==> config.mk <==
export PLATFORM = sky130hd
export DESIGN_NAME = ghme_front
export DESIGN_NICKNAME = d
export VERILOG_FILES = /design/src/design/ghme_pkg.sv /design/src/design/ghme_front.sv
export SDC_FILE = /design/constraint.sdc
export NUM_CORES = 1
export LEC_CHECK = 0
export BUFFER_PORTS_ARGS = -buffer_cell sky130_fd_sc_hd__buf_2
export CAP_MARGIN = 10
export CORE_AREA = 3 3 227 229
export CTS_BUF_LIST = sky130_fd_sc_hd__clkbuf_8
export DETAILED_ROUTE_END_ITERATION = 12
export DIE_AREA = 0 0 230 232
export GPL_ROUTABILITY_DRIVEN = 0
export PLACE_DENSITY = 0.78
export SLEW_MARGIN = 20
export SYNTH_ARGS = -nofsm -noshare
export SYNTH_HDL_FRONTEND = slang
export SYNTH_SLANG_ARGS = --single-unit
==> constraint.sdc <==
create_clock -name clk -period 2.95 [get_ports clk]
set_input_delay 0.59 -clock clk [delete_from_list [all_inputs] [get_ports clk]]
set_output_delay 0.59 -clock clk [all_outputs]
set_load 0.05 [all_outputs]
==> src/design/ghme_pkg.sv <==
// ----------------------------------------------------------------------------
// ghme_pkg
// Shared types and constants for the ground height mode estimator.
// ----------------------------------------------------------------------------
package ghme_pkg;

    localparam int BINS_DEF       = 4096;
    localparam int COUNT_BITS_DEF = 16;
    localparam int COORD_W        = 19;
    localparam int OFS_W          = 15;
    localparam int DIST_W         = 18;
    localparam int OUT_CNT_W      = 16;
    localparam int QDEPTH         = 4;

    localparam logic [OFS_W-1:0]  OFS_RESET  = 15'd600;
    localparam logic [DIST_W-1:0] DIST_RESET = 18'd10000;

    localparam logic CFG_RAIL_OFFSET = 1'b0;
    localparam logic CFG_MIN_DIST    = 1'b1;

    // ceil(2^25 / 100); exact quotient for every dividend below 2^18
    localparam logic [18:0] RECIP_100 = 19'd335545;

    typedef enum logic [1:0] {
        ST_CLEAR,
        ST_RUN,
        ST_SCAN,
        ST_OUT
    } back_state_t;

    // Signed bin of a coordinate, rounding half away from zero.
    // Divide by 100 as a multiply by the reciprocal and a shift by 25.
    function automatic logic signed [12:0] to_bin(input logic signed [COORD_W-1:0] mm);
        logic [COORD_W:0] mag;
        logic [COORD_W:0] num;
        logic [38:0]      prod;
        logic [11:0]      q;
        begin
            mag  = mm[COORD_W-1] ? (COORD_W+1)'(-$signed({mm[COORD_W-1], mm}))
                                 : (COORD_W+1)'({1'b0, mm});
            num  = mag + (COORD_W+1)'(50);
            prod = 39'(num) * 39'(RECIP_100);
            q    = prod[36:25];
            to_bin = mm[COORD_W-1] ? -$signed({1'b0, q}) : $signed({1'b0, q});
        end
    endfunction

endpackage

==> src/design/ghme_front.sv <==
// ----------------------------------------------------------------------------
// ghme_front
// Bins each point, checks range, and pushes it into a short queue.
// ----------------------------------------------------------------------------
module ghme_front #(
    parameter int BINS = 4096
) (
    input  logic                                    clk,
    input  logic                                    rst_n,
    input  logic                                    in_valid,
    output logic                                    in_ready,
    input  logic signed [ghme_pkg::COORD_W-1:0]     x_mm,
    input  logic signed [ghme_pkg::COORD_W-1:0]     y_mm,
    input  logic signed [ghme_pkg::COORD_W-1:0]     z_mm,
    input  logic                                    last_point,
    output logic                                    q_valid,
    input  logic                                    q_pop,
    output logic [3*$clog2(BINS)+1:0]               q_data
);
    import ghme_pkg::*;

    localparam int AW   = $clog2(BINS);
    localparam int QW   = 3*AW + 2;
    localparam int QAW  = $clog2(QDEPTH);

    logic [QW-1:0]   fifo_reg [QDEPTH];
    logic [QAW-1:0]  wp_reg, rp_reg;
    logic [QAW:0]    cnt_reg;
    logic signed [12:0] bx, by, bz;
    logic            ok;
    logic            push;

    function automatic logic in_rng(input logic signed [12:0] b);
        in_rng = (32'(signed'(b)) >= -(BINS/2)) && (32'(signed'(b)) < (BINS/2));
    endfunction

    function automatic logic [AW-1:0] idx(input logic signed [12:0] b);
        idx = AW'(32'(signed'(b)) + BINS/2);
    endfunction

    always_comb
    begin
        bx = to_bin(x_mm);
        by = to_bin(y_mm);
        bz = to_bin(z_mm);
        ok = in_rng(bx) && in_rng(by) && in_rng(bz);
    end

    assign in_ready = (cnt_reg != (QAW+1)'(QDEPTH));
    assign push     = in_valid && in_ready;
    assign q_valid  = (cnt_reg != '0);
    assign q_data   = fifo_reg[rp_reg];

    always_ff @(posedge clk)
    begin
        if (push)
            fifo_reg[wp_reg] <= {last_point, ok, idx(bx), idx(by), idx(bz)};
    end

    always_ff @(posedge clk or negedge rst_n)
    begin
        if (!rst_n)
        begin
            wp_reg  <= '0;
            rp_reg  <= '0;
            cnt_reg <= '0;
        end
        else
        begin
            if (push)
                wp_reg <= wp_reg + 1'b1;
            if (q_pop)
                rp_reg <= rp_reg + 1'b1;
            cnt_reg <= cnt_reg + (QAW+1)'(push) - (QAW+1)'(q_pop);
        end
    end
endmodule

==> flow_summary.ini, run 1 <==
[synth]
ys_warn_count = 0
ys_async_sr_fraction_pct = 4.40
synth_xor_area_share_pct = 5.35
ys_ff_latch = 159
synth_simple_gate_area_share_pct = 7.13
synth_fa_ha_area_share_pct = 51.3
synth_compound_area_share_pct = 7.10
synthCells = 2954
syn_area_um2 = 30300
synth_edf_count = 152
syn_avg_cell_area_um2 = 10.3
muxShareOfSynthArea_pct = 3.06
yosysSeqAreaShare_pct = 15.6
synth_top_family_by_area = adder cells
synth_cell_types = 82
ys.flop_type = edfxtp_1

[clock_network]
cts_buffer_depth = 2
h-tree-depth = 4
cts.sink_count = 159
clockRootBuffer = clkbuf_8
numCtsBuffers = 17

[die]
start_util_pct = 60.8
rows = 82
die_w_um = 230
io_pins = 102
fp.dieH_um = 232

[global_routing]
grt_usage_pct = 66.3
grt_max_degree = 28
grt-ovfl-total = 14

[placed_design]
io_buffers = 101
place_hpwl_um = 70200

[sta]
endpoint_type = register data pin
grt-worst-endpoint = fifo_reg[1][36]$_DFFE_PP_/D

[status]
haltStage = 5_1_grt
error = [ERROR GRT-0232] Routing congestion too high. Check the congestion heatmap in the GUI.
status = did not finish
==> metal layers <==
metal / overflow / GRT usage (%)
met5: 0 / 30.5
met2: 9 / 84.1
met4: 4 / 67.2
met1: 1 / 62.9
met3: 0 / 52.0
==> timing repair <==
| item | in CTS |
|---|---|
| endpoints found under the hold margin | 7 |
| resized for setup | 351 |
| setup buffers | 71 |
| hold buffers | 1 |
| pin swaps | 210 |
| setup endpoints to repair | 148 |
==> cells by family after synthesis <==
family | count (synthesis)
AND/OR/NAND/NOR | 411
other | 2
XOR/XNOR | 185
AO/OA/AOI/OAI | 330
multiplexers | 45
buffers and inverters | 836
flip-flops | 159
adder cells (fa/ha/maj) | 986
==> through the flow <==
step | worst slack [ns] | cells | instance area [um2] | setup TNS [ns]
global placement | -6.13 | 4370 | 37500 | -856.28
floorplan | -5.81 | 2979 | 31300 | -786.04
CTS | -5.52 | 4465 | 40200 | -755.78
detailed placement | -6.47 | 4370 | 37500 | -896.79
==> cell usage after synthesis (11+ instances only) <==
cell type | instances | share of area [%]
edfxtp_1 | 152 | 15
inv_1 | 802 | 9.9
nor4_1 | 13 | 0.27
and2_1 | 20 | 0.41
nand3_1 | 22 | 0.36
nand4_1 | 19 | 0.39
mux4_2 | 38 | 2.8
nand2_1 | 116 | 1.4
clkbuf_1 | 26 | 0.32
a21o_1 | 23 | 0.57
nor2_1 | 69 | 0.85
nand2b_1 | 17 | 0.35
fa_1 | 429 | 28
a211oi_1 | 16 | 0.40
o21ai_0 | 75 | 1.2
a31oi_1 | 13 | 0.27
and3_1 | 17 | 0.35
a21oi_1 | 82 | 1.4
or3_1 | 33 | 0.68
nor3_1 | 29 | 0.48
xnor2_1 | 92 | 2.7
o31ai_1 | 19 | 0.47
xor2_1 | 93 | 2.7
o21a_1 | 11 | 0.27
ha_1 | 557 | 23
o211ai_1 | 14 | 0.35
==> run 2, diff against run 1 <==
- CORE_AREA: 3 3 227 229 -> 3 3 280 282
- CTS_BUF_LIST: sky130_fd_sc_hd__clkbuf_8 -> default
- DIE_AREA: 0 0 230 232 -> 0 0 283 285
- PLACE_DENSITY: 0.78 -> default
- PLACE_DENSITY_LB_ADDON: default -> 0.15
==> run 2 against run 1 <==
  * Area after synthesis stayed put
  * The flow now finishes, with violations (setup timing)
  * Synthesized cell count stayed put
==> flow_summary.ini, run 2 <==
[sta]
setup_viol = 148
max_freq_mhz = 117
hold_viol = 0
final_max_slew_viol_count = 0
setup_tns_ns = -766.66
final.setup_skew_ns = 0.0126
finalCriticalPeriod_ns = 8.55
worst_pin_slew_ns = 0.675
rsz0062_at_grt = yes
setup_slack_ns = -5.60
maxSlewHeadroom_pct = 54.6
period_share_pct = 290

[drt]
drt_iter0_markers = 862
ant_nets = 0
route.detailed.drc = 0
viasPerCell = 4.84
first_pass_iters = 5
num_vias = 23585
wirelength_um = 81900
avgRoutedWirePerCell_um = 16.8

[worst_setup_path]
reg2reg_depth = 10
r2r-end = cnt_reg[2]
r2r-start = cnt_reg[1]
critPathMostFrequentCell = buf_6
critPathSlowestCell = or4_4
cp_max_fo = 5
cpLargestDelayFamily = simple AND/OR/NAND/NOR gates
cpPeakStageDelay_ns = 0.53
cp_num_buf_inv = 10
worstPathArrival_ns = 8.70
setup.worst_path.end_class = flop
rrSetupSlack_ns = 0.87
worstPathRequired_ns = 3.11
critPathLaunchType = input port
criticalPathCategory = in2reg

[status]
status = complete, but fails checks
violations = setup timing

[finish]
n_antenna_cell = 0
drive_above_1_share_pct = 36.3
layout_common_cells = 742 x inv_1, 693 x buf_4, 497 x ha_1
multi_input_area_um2 = 26000
nFillCells = 6555
final_cell_area_um2 = 42300
finalNetCount = 4874
largest_reg_flops = 152
area_delta_synth_final_pct = 39.5
regArea_um2 = 4740
final_common_cell = inv_1

[placed_design]
dpl_worst_slack_ns = -6.38
place_hpwl_um = 70000
io_buffers = 101
dpl-instance-area_um2 = 38000

[synth]
synth_cell_types = 82
synth_simple_gate_area_share_pct = 7.13
synth_xor_area_share_pct = 5.35
syn_avg_cell_area_um2 = 10.3
synthCells = 2954
syn_area_um2 = 30300
ys_async_sr_fraction_pct = 4.40
synth_fa_ha_area_share_pct = 51.3
yosys-top-cells-area = fa_1 28%, ha_1 23%, edfxtp_1 15%
synth_compound_area_share_pct = 7.10
synth_top_family_by_area = adder cells
muxShareOfSynthArea_pct = 3.06
synth_top_cell_area_share_pct = 28.3
synth_edf_count = 152
synth_top_area_cell = fa_1
ys.flop_type = edfxtp_1
synth_common_cells = 802 x inv_1, 557 x ha_1, 429 x fa_1, 152 x edfxtp_1, 116 x nand2_1
ys_warn_count = 0
ys_ff_latch = 159
yosysSeqAreaShare_pct = 15.6
yosysMostFrequentCell = inv_1

[die]
core_region_area_um2 = 75900
io_pins = 102
start_util_pct = 39.9
die_w_um = 283
dieArea_um2 = 80700
rows = 101
fp.dieH_um = 285

[global_routing]
grt_usage_pct = 20.6
grt_pass1_vias = 26354
grt-ovfl-total = 0
antenna_found_initial = 3
grt_pass1_wl_um = 134000
grt_max_degree = 39

[clock_network]
cts_tree = done
cts_buffer_depth = 2
h-tree-depth = 4
clockRootBuffer = clkbuf_16
insertion_delay_ns = 0.43
numCtsBuffers = 17
cts.sink_count = 159
path_clk_slew_ns = 0.07

[min_path]
min_path_type = in2reg
holdPathStages = 1
min_from = last_point
min_delay_worst_endpoint = fifo_reg[0][37]

[flow_run]
drv_cap = 0
## run 2: cell counts after synthesis
Identical to the previous run, type by type.
## run 2: cell families (layout without fill, tap and decap cells)
kind of cell    after synthesis  after routing
compound gates              330            330
xor+xnor                    185            185
fa+ha+maj                   986            986
buf+inv                     836           1696
flops                       159            159
mux                          45             45
other cells                   2             27
simple gates                411            411
## run 2: area by class of cell
| class | count | share of cell area (%) |
|---|---|---|
| Clock inverter | 14 | 0.441 |
| Sequential cell | 159 | 11.2 |
| Timing Repair Buffer | 861 | 15.6 |
| Inverter | 803 | 7.26 |
| Tap cell | 1030 | 3.05 |
| Clock buffer | 18 | 1.04 |
| Multi-Input combinational cell | 1984 | 61.4 |
## run 2: routing by layer
metal	track usage [%]	vias up	part of all wire, %
met5	0	-	0
met4	4.77	0	2.3
met3	1.42	89	2.3
met2	37.4	323	52
met1	26.9	11837	44
li1	-	11336	-
## run 2: worst max path at each step
stage | startpoint | to | slack (ns) | cells past startpoint
global route | y_mm[8] | fifo_reg[0][36] | -5.88 | 35
global placement | y_mm[0] | fifo_reg[0][36] | -6.24 | 35
detailed placement | z_mm[6] | fifo_reg[2][36] | -6.38 | 33
floorplan | z_mm[6] | fifo_reg[0][36] | -5.81 | 31
CTS | y_mm[0] | fifo_reg[2][36] | -5.49 | 31
finish | z_mm[6] | fifo_reg[2][36] | -5.60 | 36
## run 2: worst reg2reg max path, cell delays in order (launching register included)
cell and delay (ns):
dfrtp_1 0.42, nor2_1 0.07, nand2_1 0.15, and2_1 0.23
inv_1 0.07, ha_1 0.27, inv_1 0.06, ha_1 0.13
inv_1 0.05, fa_1 0.39, xnor2_1 0.14
## run 2: what timing repair did
action,CTS,global route
setup endpoints to repair,148,148
endpoints found under the hold margin,7,0
hold buffers,1,0
setup buffers,79,40
resized for setup,368,164
pin swaps,220,136
## run 2: per-stage QoR
step / utilization (%) / hold WS (ns) / cells
2_1_floorplan: - / 0.294 / 2979
3_3_place_gp: 50.1 / 0.426 / 4740
3_5_place_dp: 50.1 / 0.435 / 4740
4_1_cts: 54.3 / 0.369 / 4845
5_1_grt: 55.7 / 0.384 / 4869
6_report: 55.7 / 0.388 / 4869
Power of run 2 is left out: the tool's default activity adds up to more than one toggle a clock period on the data nets, which glitch-free logic cannot reach.
==> run 3, diff against run 2 <==
- GPL_TIMING_DRIVEN: default -> 0
==> run 3 against run 2 <==
  * Via count down 7.7%
  * The run still ends with setup timing left
  * Fmax fell by 2.1%
  * Critical path depth fell by 4
  * Clock skew decreased by 0.0018 ns
  * Critical path type unchanged
  * Clock-buffer cell count unchanged
  * Final area decreased by 7.3%
==> flow_summary.ini, run 3 (synthesis results as in run 2) <==
[worst_setup_path]
critPathMostFrequentCell = fa_1
cpPeakStageDelay_ns = 0.56
cp_max_fo = 5
worstPathRequired_ns = 3.11
cp_num_buf_inv = 7
cpLargestDelayFamily = simple AND/OR/NAND/NOR gates
worstPathArrival_ns = 8.89
criticalPathCategory = in2reg
critPathLaunchType = input port
critPathSlowestCell = or4_4
rrSetupSlack_ns = 0.85
setup.worst_path.end_class = flop

[drt]
viasPerCell = 4.96
wirelength_um = 77800
route.detailed.drc = 0
num_vias = 21762
drt_iter0_markers = 909
ant_nets = 0
avgRoutedWirePerCell_um = 17.7
first_pass_iters = 5

[sta]
setup_slack_ns = -5.78
maxSlewHeadroom_pct = 24.6
final_max_slew_viol_count = 0
worst_pin_slew_ns = 1.13
finalCriticalPeriod_ns = 8.73
whs_ns = 0.391
max_freq_mhz = 115
hold_viol = 0
rsz0062_at_grt = yes
final.setup_skew_ns = 0.0107
setup_viol = 148
period_share_pct = 296

[global_routing]
grt-ovfl-total = 0
antenna_found_initial = 1
grt.busiest_layer = met2
grt_pass1_wl_um = 126000
grt_pass1_vias = 24009
use_met2_pct = 36.5
grt_max_degree = 23
globalRouteMet1Util_pct = 24.4
use_met3_pct = 1.22
grt_usage_pct = 19.5

[placed_design]
io_buffers = 98
placed_cells = 4113
dpl-instance-area_um2 = 33300
place_hpwl_um = 62700

[finish]
final_cell_area_um2 = 39200
area_delta_synth_final_pct = 29.3
nFillCells = 6727
fin_cells = 4385
drive_above_1_share_pct = 28.1
final_common_cell = inv_1
n_antenna_cell = 0
largest_reg_flops = 152
finalNetCount = 4390
fin_util_pct = 51.6
layout_common_cells = 740 x inv_1, 501 x ha_1, 408 x fa_1

[min_path]
min_path_type = in2reg

[flow_run]
drv_cap = 0

[clock_network]
cts_buffer_depth = 2
numCtsBuffers = 17
cts.sink_count = 159
cts_tree = done
insertion_delay_ns = 0.41
path_clk_slew_ns = 0.07
h-tree-depth = 4
clockRootBuffer = clkbuf_16

[die]
rows = 101
start_util_pct = 39.9
fp.dieH_um = 285
io_pins = 102
core_region_area_um2 = 75900
die_w_um = 283
dieArea_um2 = 80700

[status]
status = complete, but fails checks
violations = setup timing
==> run 3: cell count changes in the layout (fill, tap and decap cells not counted), moves of 8 or more <==
cell	before	now
xnor2_2	23	31
xor2_2	15	27
xnor2_1	51	40
xor2_1	64	41
xor2_4	14	25
buf_4	693	186
clkbuf_1	0	17
buf_12	10	18
==> run 3: stage by stage <==
step | TNS [ns] | worst slack, ns
CTS | -781.06 | -5.69
global placement | -1060.93 | -7.93
floorplan | -786.04 | -5.81
finish | -798.32 | -5.78
global route | -834.84 | -6.05
detailed placement | -1081.53 | -7.87
==> run 3: final timing paths <==
path	start	to	cells past startpoint
worst min-delay path	q_pop	rp_reg[0]	2
max in group asynchronous	rst_n	wp_reg[1]	2
worst max-delay path	z_mm[6]	fifo_reg[1][36]	32
worst min register to register	cnt_reg[0]	cnt_reg[0]	1
min in group asynchronous	rst_n	cnt_reg[0]	2
worst max register to register	cnt_reg[1]	cnt_reg[2]	10
==> run 3: timing repair <==
item	4_1_cts	5_1_grt
hold buffers	1	0
hold endpoints to repair	7	0
resized for setup	424	203
buffers inserted	174	83
endpoints found under the setup margin	186	176
pin swaps	182	146
==> run 3: cell type report <==
type                       count  area (um2)  area share [%]
clock inverter                14         166           0.425
multi-input combinational   1984       26500            67.5
clock buffer                  18         429            1.10
inverter                     803        3070            7.85
buffer                        28         144           0.367
tap                         1030        1290            3.29
timing repair buffer         349        2880            7.35
sequential                   159        4740            12.1
==> run 3: per-layer routing <==
metal / wire [um] / vias to the layer above
met5: 0 / -
met4: 2050 / 0
met3: 1450 / 75
met2: 41300 / 270
met1: 33000 / 11038
li1: - / 10379
==> run 3: worst reg2reg max path: stages (launching register included) <==
cell and delay (ns):
dfrtp_1 0.42, nor2_1 0.07, nand2_1 0.14, and2_1 0.23, inv_1 0.07, ha_1 0.28, inv_1 0.06, ha_1 0.13
inv_1 0.05, fa_1 0.40, xnor2_1 0.14
Power of run 3 is left out for the same reason.
